### config.mk
export PLATFORM = sky130hd
export DESIGN_NAME = interrupt_controller_regs_top
export DESIGN_NICKNAME = d
export VERILOG_FILES = /design/src/rtl/intc_regs_pkg.sv /design/src/rtl/interrupt_controller_regs_top.sv
export SDC_FILE = /design/constraint.sdc
export NUM_CORES = 1
export LEC_CHECK = 0
export BUFFER_PORTS_ARGS = -buffer_cell sky130_fd_sc_hd__buf_2
export CAP_MARGIN = 20
export CORE_MARGIN = 4
export CORE_UTILIZATION = 30
export CTS_BUF_LIST = sky130_fd_sc_hd__clkbuf_4 sky130_fd_sc_hd__clkbuf_8
export CTS_CLUSTER_DIAMETER = 60
export CTS_CLUSTER_SIZE = 14
export DETAILED_ROUTE_END_ITERATION = 7
export GPL_TIMING_DRIVEN = 0
export PLACE_DENSITY = 0.54
export SLEW_MARGIN = 15
export SYNTH_ARGS = -nofsm -noshare
export SYNTH_HDL_FRONTEND = slang
export SYNTH_SLANG_ARGS = --single-unit
### constraint.sdc
create_clock -name clock -period 4.3 [get_ports clock]
set_input_delay 0.86 -clock clock [delete_from_list [all_inputs] [get_ports clock]]
set_output_delay 0.86 -clock clock [all_outputs]
set_load 0.01 [all_outputs]
### src/rtl/intc_regs_pkg.sv
// Shared types and constants for the interrupt controller register block.
// No dependencies; used by the top level and its port checker.
package intc_regs_pkg;

   typedef enum logic [2:0] {
      CMD_READ_WORD  = 3'd0,
      CMD_WRITE_WORD = 3'd1,
      CMD_READ_BYTE  = 3'd2,
      CMD_WRITE_BYTE = 3'd3,
      CMD_ASSERT     = 3'd4,
      CMD_DEASSERT   = 3'd5
   } cmd_type;

   localparam logic [7:0] OFF_ICIP  = 8'h00;
   localparam logic [7:0] OFF_MASK  = 8'h04;
   localparam logic [7:0] OFF_LEVEL = 8'h08;
   localparam logic [7:0] OFF_ICFP  = 8'h0C;
   localparam logic [7:0] OFF_PEND  = 8'h10;
   localparam logic [7:0] OFF_CTRL  = 8'h14;

   localparam int REQ_TDATA_W = 48;
   localparam int RSP_TDATA_W = 40;

endpackage

### src/rtl/interrupt_controller_regs_top.sv
// Interrupt controller register block: pending, mask, level and control registers.
// Depends on intc_regs_pkg; intc_regs_checker binds to it.
//
//  channel | dir | tdata (low bit up)                                  | tuser
//  req     | in  | reg_offset 8, write_data 32, source_index 5, pad 3  | cmd 3
//  rsp     | out | read_data 32, irq_line 1, fiq_line 1, pad 6         | bad_access 1
//
// One request per cycle unless stalled; each gives one response in the cycle after acceptance.
// The response register is the only stage: state and response update at the same edge.
// A stalled response holds; req_tready follows rsp_tready while a response waits.
// reset (synchronous) clears the state registers and rsp_tvalid; req_tready is low during reset.
module interrupt_controller_regs_top (
   input  logic                                   clock,
   input  logic                                   reset,
   input  logic                                   req_tvalid,
   output logic                                   req_tready,
   // [7:0] reg_offset, [39:8] write_data, [44:40] source_index, [47:45] zero
   input  logic [intc_regs_pkg::REQ_TDATA_W-1:0]  req_tdata,
   // [2:0] cmd
   input  logic [2:0]                             req_tuser,
   output logic                                   rsp_tvalid,
   input  logic                                   rsp_tready,
   // [31:0] read_data, [32] irq_line, [33] fiq_line, [39:34] zero
   output logic [intc_regs_pkg::RSP_TDATA_W-1:0]  rsp_tdata,
   // [0] bad_access
   output logic [0:0]                             rsp_tuser
);
   import intc_regs_pkg::*;

   logic [31:0] pending_ff, pending_in;
   logic [31:0] mask_ff, mask_in;
   logic [31:0] level_ff, level_in;
   logic        ctrl_ff, ctrl_in;
   logic        rsp_valid_ff, rsp_valid_in;
   logic [31:0] read_data_ff, read_data_in;
   logic        irq_ff, irq_in;
   logic        fiq_ff, fiq_in;
   logic        bad_ff, bad_in;

   logic        accept;
   cmd_type     cmd;
   logic [7:0]  offset;
   logic [31:0] wdata;
   logic [4:0]  src;
   logic [7:0]  base;
   logic [4:0]  shift;
   logic        word_known;
   logic        base_known;
   logic [31:0] word_val;
   logic [31:0] base_val;
   logic [31:0] merged;

   function automatic logic [31:0] reg_read(input logic [7:0] off, input logic [31:0] pend,
                                            input logic [31:0] msk, input logic [31:0] lvl,
                                            input logic ctl);
      case (off)
         OFF_ICIP:  reg_read = pend & msk & ~lvl;
         OFF_MASK:  reg_read = msk;
         OFF_LEVEL: reg_read = lvl;
         OFF_ICFP:  reg_read = pend & msk & lvl;
         OFF_PEND:  reg_read = pend;
         OFF_CTRL:  reg_read = {31'd0, ctl};
         default:   reg_read = 32'd0;
      endcase
   endfunction

   assign req_tready = !reset && (!rsp_valid_ff || rsp_tready);
   assign accept     = req_tvalid && req_tready;

   assign cmd    = cmd_type'(req_tuser);
   assign offset = req_tdata[7:0];
   assign wdata  = req_tdata[39:8];
   assign src    = req_tdata[44:40];
   assign base   = {offset[7:2], 2'b00};
   assign shift  = {offset[1:0], 3'b000};

   assign word_known = (offset[1:0] == 2'b00) && (offset <= OFF_CTRL);
   assign base_known = (base <= OFF_CTRL);
   assign word_val   = reg_read(offset, pending_ff, mask_ff, level_ff, ctrl_ff);
   assign base_val   = reg_read(base, pending_ff, mask_ff, level_ff, ctrl_ff);
   assign merged     = (base_val & ~(32'hFF << shift)) | ({24'd0, wdata[7:0]} << shift);

   always_comb begin
      pending_in   = pending_ff;
      mask_in      = mask_ff;
      level_in     = level_ff;
      ctrl_in      = ctrl_ff;
      read_data_in = 32'd0;
      bad_in       = 1'b0;
      case (cmd)
         CMD_READ_WORD: begin
            if (word_known) read_data_in = word_val;
            else bad_in = 1'b1;
         end
         CMD_WRITE_WORD: begin
            if (word_known) begin
               case (offset)
                  OFF_MASK:  mask_in  = wdata;
                  OFF_LEVEL: level_in = wdata;
                  OFF_CTRL:  ctrl_in  = wdata[0];
                  default:   ;
               endcase
            end else begin
               bad_in = 1'b1;
            end
         end
         CMD_READ_BYTE: begin
            if (base_known) read_data_in = {24'd0, 8'(base_val >> shift)};
            else bad_in = 1'b1;
         end
         CMD_WRITE_BYTE: begin
            if (base_known) begin
               case (base)
                  OFF_MASK:  mask_in  = merged;
                  OFF_LEVEL: level_in = merged;
                  OFF_CTRL:  ctrl_in  = merged[0];
                  default:   ;
               endcase
            end else begin
               bad_in = 1'b1;
            end
         end
         CMD_ASSERT:   pending_in = pending_ff | (32'd1 << src);
         CMD_DEASSERT: pending_in = pending_ff & ~(32'd1 << src);
         default:      ;
      endcase
      irq_in = |(pending_in & mask_in & ~level_in);
      fiq_in = |(pending_in & mask_in & level_in);
   end

   assign rsp_valid_in = accept || (rsp_valid_ff && !rsp_tready);

   always_ff @(posedge clock) begin
      if (reset) begin
         pending_ff   <= 32'd0;
         mask_ff      <= 32'd0;
         level_ff     <= 32'd0;
         ctrl_ff      <= 1'b0;
         rsp_valid_ff <= 1'b0;
      end else begin
         rsp_valid_ff <= rsp_valid_in;
         if (accept) begin
            pending_ff <= pending_in;
            mask_ff    <= mask_in;
            level_ff   <= level_in;
            ctrl_ff    <= ctrl_in;
         end
      end
   end

   always_ff @(posedge clock) begin
      if (accept) begin
         read_data_ff <= read_data_in;
         irq_ff       <= irq_in;
         fiq_ff       <= fiq_in;
         bad_ff       <= bad_in;
      end
   end

   assign rsp_tvalid = rsp_valid_ff;
   assign rsp_tdata  = {6'd0, fiq_ff, irq_ff, read_data_ff};
   assign rsp_tuser  = bad_ff;

endmodule

==> results.cfg, run 1 <==
[cts]
clock_sinks = 133
ctsHoldBuffers = 0
clk_pin_slew_ns = 0.10
clock_latency_ns = 0.52
numCtsBuffers = 17
cts_buffer_depth = 2
cts_max_level = 4
tritoncts = built
root_buffer = clkbuf_8

[pwr]
p_per_area_mw_per_mm2 = 255
peakVddDrop_mv = 0.183
p_leak_nw = 3.92

[setup_path]
endpoint_kind = register
crit_start = req_tuser[1]
endpoint = irq_ff
reg2reg_slack_ns = 0.61
timing.rr.end = fiq_ff
cp-start-kind = primary input
crit_path_max_fanout = 10
arrival_ns = 4.70
reg2reg_from = mask_ff[24]
r2r_cells = 9
criticalPathCategory = primary input to register
required_ns = 4.56

[grt]
use_met3_pct = 12.6
grt_use_total_pct = 37.7
antenna_found_initial = 5
grt.overflow.total = 0
grt_use_met1_pct = 48.7
top_usage_layer = met2
grt_pass1_vias = 12200
grt_use_met2_pct = 52.5
grt_pass1_wl_um = 96400
grt_max_degree = 45

[detailed_routing]
route.detailed.drc = 0
drt-total-wl_um = 71200
drtIter0Drc = 2418
viasPerCell = 6.86
ant_nets = 0
vias = 13400
drtPass1Iterations = 7
routedWlPerCell_um = 36.5

[synth]
syn-instance-count = 1372
synth_area_mm2 = 0.0102
avgSynthCellArea_um2 = 7.42
synth_edf_count = 35
ys_ff_latch = 133
synth-seq-area-share_pct = 29.6
yosysWarnings = 0
synth_flop_cell = dfxtp_1
async_flop_share_pct = 0
synth_cell_type_count = 80

[placed_design]
place_congestion = 1.07
placedCellCount = 1906
post-dp-hpwl_um = 52100
io_buffers = 78

[finish]
drive_gt1_share_pct = 17.7
instances_no_fill = 1950
syn_to_final_growth_pct = 18.6
fin_nets = 1541

[sta]
holdWs_ns = 0.500
maxSlewHeadroom_pct = 20.6
fin_skew_ns = 0.0264
fin_crit_ns = 4.44
hold_viol_final = 0
setup_viol = 2
fin_crit_sh_pct = 103
fmax_mhz = 225
layout_setup_ws_ns = -0.138
drv_slew = 0
worst_pin_slew_ns = 1.19

[floorplanning]
dieWidth_um = 192
io_pins = 98
die_h_um = 192
fp.coreArea_mm2 = 0.0335
rows = 67
start_util_pct = 30.4
fp.dieArea_mm2 = 0.0370

[status]
status = finished with violations
violations = negative setup slack

[worst_hold_path]
holdPathStages = 2
hp-class = register to register

[run]
drv_cap = 0
worst max-delay path, stage by stage:
cell and delay, ns:
buf_2 0.08, clkbuf_2 0.31, clkbuf_2 0.47, clkbuf_2 0.51, clkdlybuf4s15_2 0.62, nor2_1 0.10, a22oi_1 0.39, a22oi_1 0.20
a41oi_1 0.31, nand4_1 0.21, nor4_4 0.44, nand4_1 0.14
power by group:
part | internal (mW) | total [mW] | switching (mW)
registers | 1.30 | 1.32 | 0.0166
logic | 0.122 | 0.553 | 0.431
clock network | 0.611 | 1.22 | 0.605
total | 2.03 | 3.09 | 1.05
state kept, by name, summed over array words and instances (netlist names):
signal        flops
mask_ff          32
read_data_ff     32
rsp_tvalid        1
ctrl_ff           1
irq_ff            1
pending_ff       32
rsp_tuser         1
fiq_ff            1
level_ff         32
per-stage QoR:
stage                     cell area [um^2]  TNS, ns  utilization, %  total power, mW  setup WS [ns]
after global placement               11200   -69.42            33.3             1.85          -3.21
after floorplan                      10200        0               -             1.58          0.505
after global routing                 12100  -0.0101            36.0             3.13        -0.0101
after CTS                            11900        0            35.6             3.05        0.00878
after detailed placement             11200   -40.67            33.4             1.85          -2.31
final                                12100   -0.161            36.0             3.09         -0.138
cell usage in the layout, fill, tap and decap left out, drive strengths merged, types with 23 or more instances in the layout:
cell type	instances
a211oi	26
nor2b	31
a22o	38
inv	29
nand3	67
nand2b	24
edfxtp	35
a32oi	23
buf	125
nor2	120
nor3	60
nand2	147
dfxtp	98
clkbuf	110
o21ai	127
a21oi	86
area by class of cell:
type | instances | area, um^2
Antenna cell | 3 | 7.51
Clock inverter | 12 | 151
Tap cell | 448 | 561
Timing Repair Buffer | 93 | 507
Clock buffer | 20 | 269
Fill cell | 3615 | 21500
Buffer | 126 | 641
Inverter | 28 | 108
Multi-Input combinational cell | 1087 | 6820
Sequential cell | 133 | 3010
cells by family (layout without fill, tap and decap cells):
kind of cell / count (synthesis) / count (layout) / share of synthesized area [%]
AOI/OAI and AO/OA: 548 / 548 / 37.8
xor gates and xnor gates: 1 / 1 / 0.0860
buffers and inverters: 157 / 279 / 6.23
DFF: 133 / 133 / 29.6
muxes: 21 / 21 / 2.35
other: 1 / 9 / 0.0368
and+or+nand+nor: 511 / 511 / 23.9
synth_stat cells (all sizes together) (24+ instances only):
| master | count | area share, % |
|---|---|---|
| nand2 | 147 | 5.4 |
| nor3 | 60 | 2.9 |
| edfxtp | 35 | 10 |
| buf | 35 | 1.7 |
| dfxtp | 98 | 19 |
| nand2b | 24 | 1.5 |
| a21oi | 86 | 4.2 |
| o21ai | 127 | 6.2 |
| nand3 | 67 | 3.3 |
| inv | 25 | 0.92 |
| nor2b | 31 | 1.9 |
| nor2 | 120 | 4.4 |
| clkbuf | 94 | 3.5 |
| a211oi | 26 | 1.9 |
| a22o | 38 | 3.3 |
per-layer routing:
layer  vias to the layer above  part of all wire [%]
li1                       5477                     -
met3                       294                    14
met1                      6391                    39
met2                      1205                    39
met4                         6                   8.0
met5                         -                  0.18
how the worst min path moves through the flow:
stage | endpoint | slack (ns) | start
2_1_floorplan | level_ff[14] | 0.46 | level_ff[14]
3_3_place_gp | level_ff[14] | 0.48 | level_ff[14]
3_5_place_dp | level_ff[14] | 0.48 | level_ff[14]
4_1_cts | level_ff[14] | 0.50 | level_ff[14]
5_1_grt | level_ff[30] | 0.53 | level_ff[30]
6_report | level_ff[30] | 0.50 | level_ff[30]
what timing repair did:
action | 4_1_cts | 5_1_grt
resized for setup | 84 | 51
setup buffers | 8 | 4
endpoints found under the setup margin | 35 | 3
pin swaps | 6 | 7
Note: power is estimated with default switching activity, not from simulation.
==> run 2: changes to the inputs <==
Settings changed: CORE_ASPECT_RATIO set to 0.9, MAX_ROUTING_LAYER set to met4.
==> results.cfg, run 2 (synthesis gave the netlist of run 1 again) <==
[cts]
clock_sinks = 133
clk_pin_slew_ns = 0.10
numCtsBuffers = 17
clock_latency_ns = 0.52
tritoncts = built
cts_max_level = 4
cts_buffer_depth = 2
root_buffer = clkbuf_8

[finish]
layout_common_cells = 146 x nand2_1, 126 x o21ai_0, 112 x nor2_1
fin_area_mm2 = 0.0122
fillers = 3578
final-seq-area_mm2 = 0.00301
post-route-util_pct = 36.8
instances_no_fill = 1970
syn_to_final_growth_pct = 20.0
final_common_cell = nand2_1
drive_gt1_share_pct = 18.3
fin_nets = 1547
multiInputGateArea_mm2 = 0.00682

[detailed_routing]
drtPass1Iterations = 8
routedWlPerCell_um = 37.9
route.detailed.drc = 0
vias = 13500
drt-total-wl_um = 74700
ant_nets = 0
drtIter0Drc = 2492
viasPerCell = 6.86

[floorplanning]
rows = 63
start_util_pct = 30.7
fp.coreArea_mm2 = 0.0332
dieWidth_um = 202
die_h_um = 183
fp.dieArea_mm2 = 0.0370
io_pins = 98

[pwr]
p_leak_nw = 3.97
p_per_area_mw_per_mm2 = 257
peakVddDrop_mv = 0.196

[placed_design]
placedCellCount = 1916
place_congestion = 1.09
place_ws_ns = -2.53
io_buffers = 78
dpl_cell_area_mm2 = 0.0113
post-dp-hpwl_um = 54900

[grt]
grt.overflow.total = 0
grt_max_degree = 45
antenna_found_initial = 7
grt_use_total_pct = 39.9
grt_pass1_wl_um = 100000
grt_pass1_vias = 12200

[status]
violations = negative setup slack
status = finished with violations

[sta]
hold_viol_final = 0
fin_crit_ns = 4.51
drv_slew = 0
rsz0062_at_grt = true
maxSlewHeadroom_pct = 24.9
fin_crit_sh_pct = 105
fin_setup_tns_ns = -0.226
layout_setup_ws_ns = -0.211
fmax_mhz = 222
setup_viol = 2
worst_pin_slew_ns = 1.13
fin_skew_ns = 0.0198

[setup_path]
crit_path_max_fanout = 10
arrival_ns = 4.76
endpoint_kind = register
criticalPathCategory = primary input to register
required_ns = 4.55
cp-start-kind = primary input

[worst_hold_path]
hp-class = register to register

[run]
drv_cap = 0
## run 2: timing repair
action | CTS | global route
gates cloned | 0 | 0
endpoints found under the setup margin | 42 | 2
buffers inserted | 11 | 2
resized for setup | 112 | 31
hold buffers | 0 | 0
pin swaps | 11 | 4
## run 2: per-stage QoR
stage	power (mW)	hold slack, ns
global route	3.19	0.529
finish	3.13	0.514
floorplan	1.58	0.455
detailed placement	1.86	0.486
global placement	1.86	0.481
CTS	3.10	0.502
## run 2: critical path, cell delays in order
cell,delay [ns]
clkbuf_2,0.22
clkbuf_2,0.33
o21bai_1,0.34
nand3_1,0.46
a221o_1,0.43
a31oi_1,0.34
nor3_1,0.09
a211o_1,0.32
nor4_1,0.30
nand4b_1,0.37
or4_4,0.67
## run 2: layout make-up
type / count / share of cell area [%]
multi-input cells: 1087 / 55.8
flip-flops and latches: 133 / 24.7
plain buffers: 126 / 5.53
repair buffers: 99 / 4.79
well taps: 455 / 4.66
clock buffers: 20 / 2.20
clock inverters: 12 / 1.23
inverters: 28 / 0.901
diodes: 10 / 0.205
## run 2: worst paths after layout
check	start	endpoint	slack, ns	cells past startpoint
worst min-delay path	level_ff[30]	level_ff[30]	0.51	2
worst min register to register	level_ff[30]	level_ff[30]	0.51	2
worst max-delay path	req_tdata[0]	fiq_ff	-0.21	11
worst max register to register	mask_ff[24]	fiq_ff	0.51	9
## run 2: report_power, final
group / internal (mW) / switching (mW) / leakage [nW]
clock network: 0.610 / 0.629 / 0.213
logic: 0.130 / 0.450 / 2.63
registers: 1.30 / 0.0156 / 1.12
total: 2.04 / 1.09 / 3.97
## run 2: routing by layer
metal | share of wire (%) | global-route usage [%] | vias up | wire length, um
li1 | - | - | 5501 | -
met1 | 40 | 52.2 | 6537 | 30000
met2 | 40 | 54.2 | 1212 | 29600
met3 | 13 | 12.4 | 271 | 9770
met4 | 7.0 | 22.8 | 0 | 5260
met5 | 0 | - | - | 0
==> run 3: changes to the inputs <==
Settings changed: CORE_UTILIZATION 30 to 41, PLACE_DENSITY 0.54 to 0.67.
==> results.cfg, run 3 (synthesis gave the netlist of run 1 again) <==
[grt]
grt_max_degree = 26
grt_use_total_pct = 50.3
grt_pass1_vias = 12700
grt.overflow.total = 0
grt_pass1_wl_um = 95000
antenna_found_initial = 5

[floorplanning]
dieWidth_um = 174
rows = 54
fp.dieArea_mm2 = 0.0274
io_pins = 98
die_h_um = 158
start_util_pct = 41.9
fp.coreArea_mm2 = 0.0243

[detailed_routing]
drtPass1Iterations = 8
vias = 13700
drt-total-wl_um = 69200
viasPerCell = 7.56
drtIter0Drc = 3008
route.detailed.drc = 0
ant_nets = 0
routedWlPerCell_um = 38.0

[sta]
fmax_mhz = 224
fin_crit_sh_pct = 104
setup_viol = 8
maxSlewHeadroom_pct = 17.3
worst_pin_slew_ns = 1.24
layout_setup_ws_ns = -0.161
drv_slew = 0
hold_viol_final = 0
fin_crit_ns = 4.46
fin_skew_ns = 0.0171

[finish]
drive_gt1_share_pct = 18.2
fin_nets = 1548
layout_common_cells = 146 x nand2_1, 126 x o21ai_0, 113 x nor2_1
fin_area_mm2 = 0.0120
final_common_cell = nand2_1
syn_to_final_growth_pct = 18.0

[setup_path]
critical_path_buf_inv_count = 3
path_cells = clkbuf_2, buf_2, nor4b_2, buf_4, nand2_1, o32a_1, o22ai_1, nor3_1, a211o_1, nor4_2, nand4b_1, or4_4
cp-start-kind = primary input
path_delay_family = simple AND/OR/NAND/NOR gates
endpoint_kind = register
crit_path_max_fanout = 10
criticalPathCategory = primary input to register
slowest_stage = or4_4
required_ns = 4.54
critPathMaxStageDelay_ns = 0.64
arrival_ns = 4.70

[placed_design]
place_congestion = 1.14
dpl_cell_area_mm2 = 0.0111
io_buffers = 78
post-dp-hpwl_um = 49800

[status]
violations = negative setup slack
status = finished with violations

[cts]
ctsHoldBuffers = 0
clk_pin_slew_ns = 0.10
root_buffer = clkbuf_8
cts_buffer_depth = 2
clock_latency_ns = 0.49
tritoncts = built
cts_max_level = 4
numCtsBuffers = 17
clock_sinks = 133

[pwr]
p_leak_nw = 3.98
power_frac_seq_pct = 41.0
peakVddDrop_mv = 0.188
power_mw = 3.21
p_sw_share_pct = 34.8
p_per_area_mw_per_mm2 = 267
internal_power_mw = 2.09
power_frac_clock_pct = 41.4
power_switching_mw = 1.12
p_comb_share_pct = 17.6

[worst_hold_path]
hp-class = register to register

[run]
drv_cap = 0
-- run 3: power groups by stage --
stage               combinational, mW  clock, mW  sequential, mW
finish                          0.564       1.33            1.32
global route                    0.562       1.35            1.32
CTS                             0.507       1.31            1.32
detailed placement              0.493          0            1.34
global placement                0.486          0            1.34
floorplan                       0.235          0            1.35
-- run 3: layer usage --
metal | part of all wire (%) | global-route usage (%) | vias up
met1 | 36 | 58.6 | 6427
met4 | 9.2 | 33.6 | 0
met3 | 17 | 23.0 | 413
met2 | 39 | 69.2 | 1420
met5 | 0 | - | -
li1 | - | - | 5486
-- run 3: area by class of cell --
cell class	instances	area (um^2)
Fill cell	2427	12300
Multi-Input combinational cell	1087	6810
Sequential cell	133	3010
Buffer	126	646
Timing Repair Buffer	100	597
Tap cell	308	385
Clock buffer	19	255
Clock inverter	13	194
Inverter	28	108
Antenna cell	5	12.5
-- run 3: per-stage QoR --
stage | setup WS, ns | std cells | hold slack (ns) | TNS (ns) | utilization, %
3_5_place_dp | -2.08 | 1767 | 0.479 | -32.29 | 45.5
6_report | -0.161 | 1819 | 0.502 | -0.344 | 49.4
2_1_floorplan | 0.505 | 1377 | 0.455 | 0 | -
5_1_grt | -0.100 | 1819 | 0.526 | -0.190 | 49.4
3_3_place_gp | -2.65 | 1763 | 0.466 | -43.41 | 45.1
4_1_cts | 0.000126 | 1806 | 0.493 | 0 | 48.7
-- run 3: final timing paths --
kind	to	cells after the start	slack [ns]	startpoint
min reg2reg	level_ff[14]	2	0.50	level_ff[14]
min	level_ff[14]	2	0.50	level_ff[14]
max	fiq_ff	12	-0.16	req_tdata[3]
max reg2reg	fiq_ff	9	0.64	mask_ff[24]
-- run 3: tightest hold or removal path, cell delays in order (launching register included) --
cell and delay (ns):
dfxtp_1 0.34, nand3_1 0.07, nand2_1 0.05
-- run 3: timing repair --
action,4_1_cts,5_1_grt
gates resized for setup,91,57
setup buffers,9,7
endpoints found under the hold margin,0,0
pin swaps,9,11
endpoints found under the setup margin,27,2
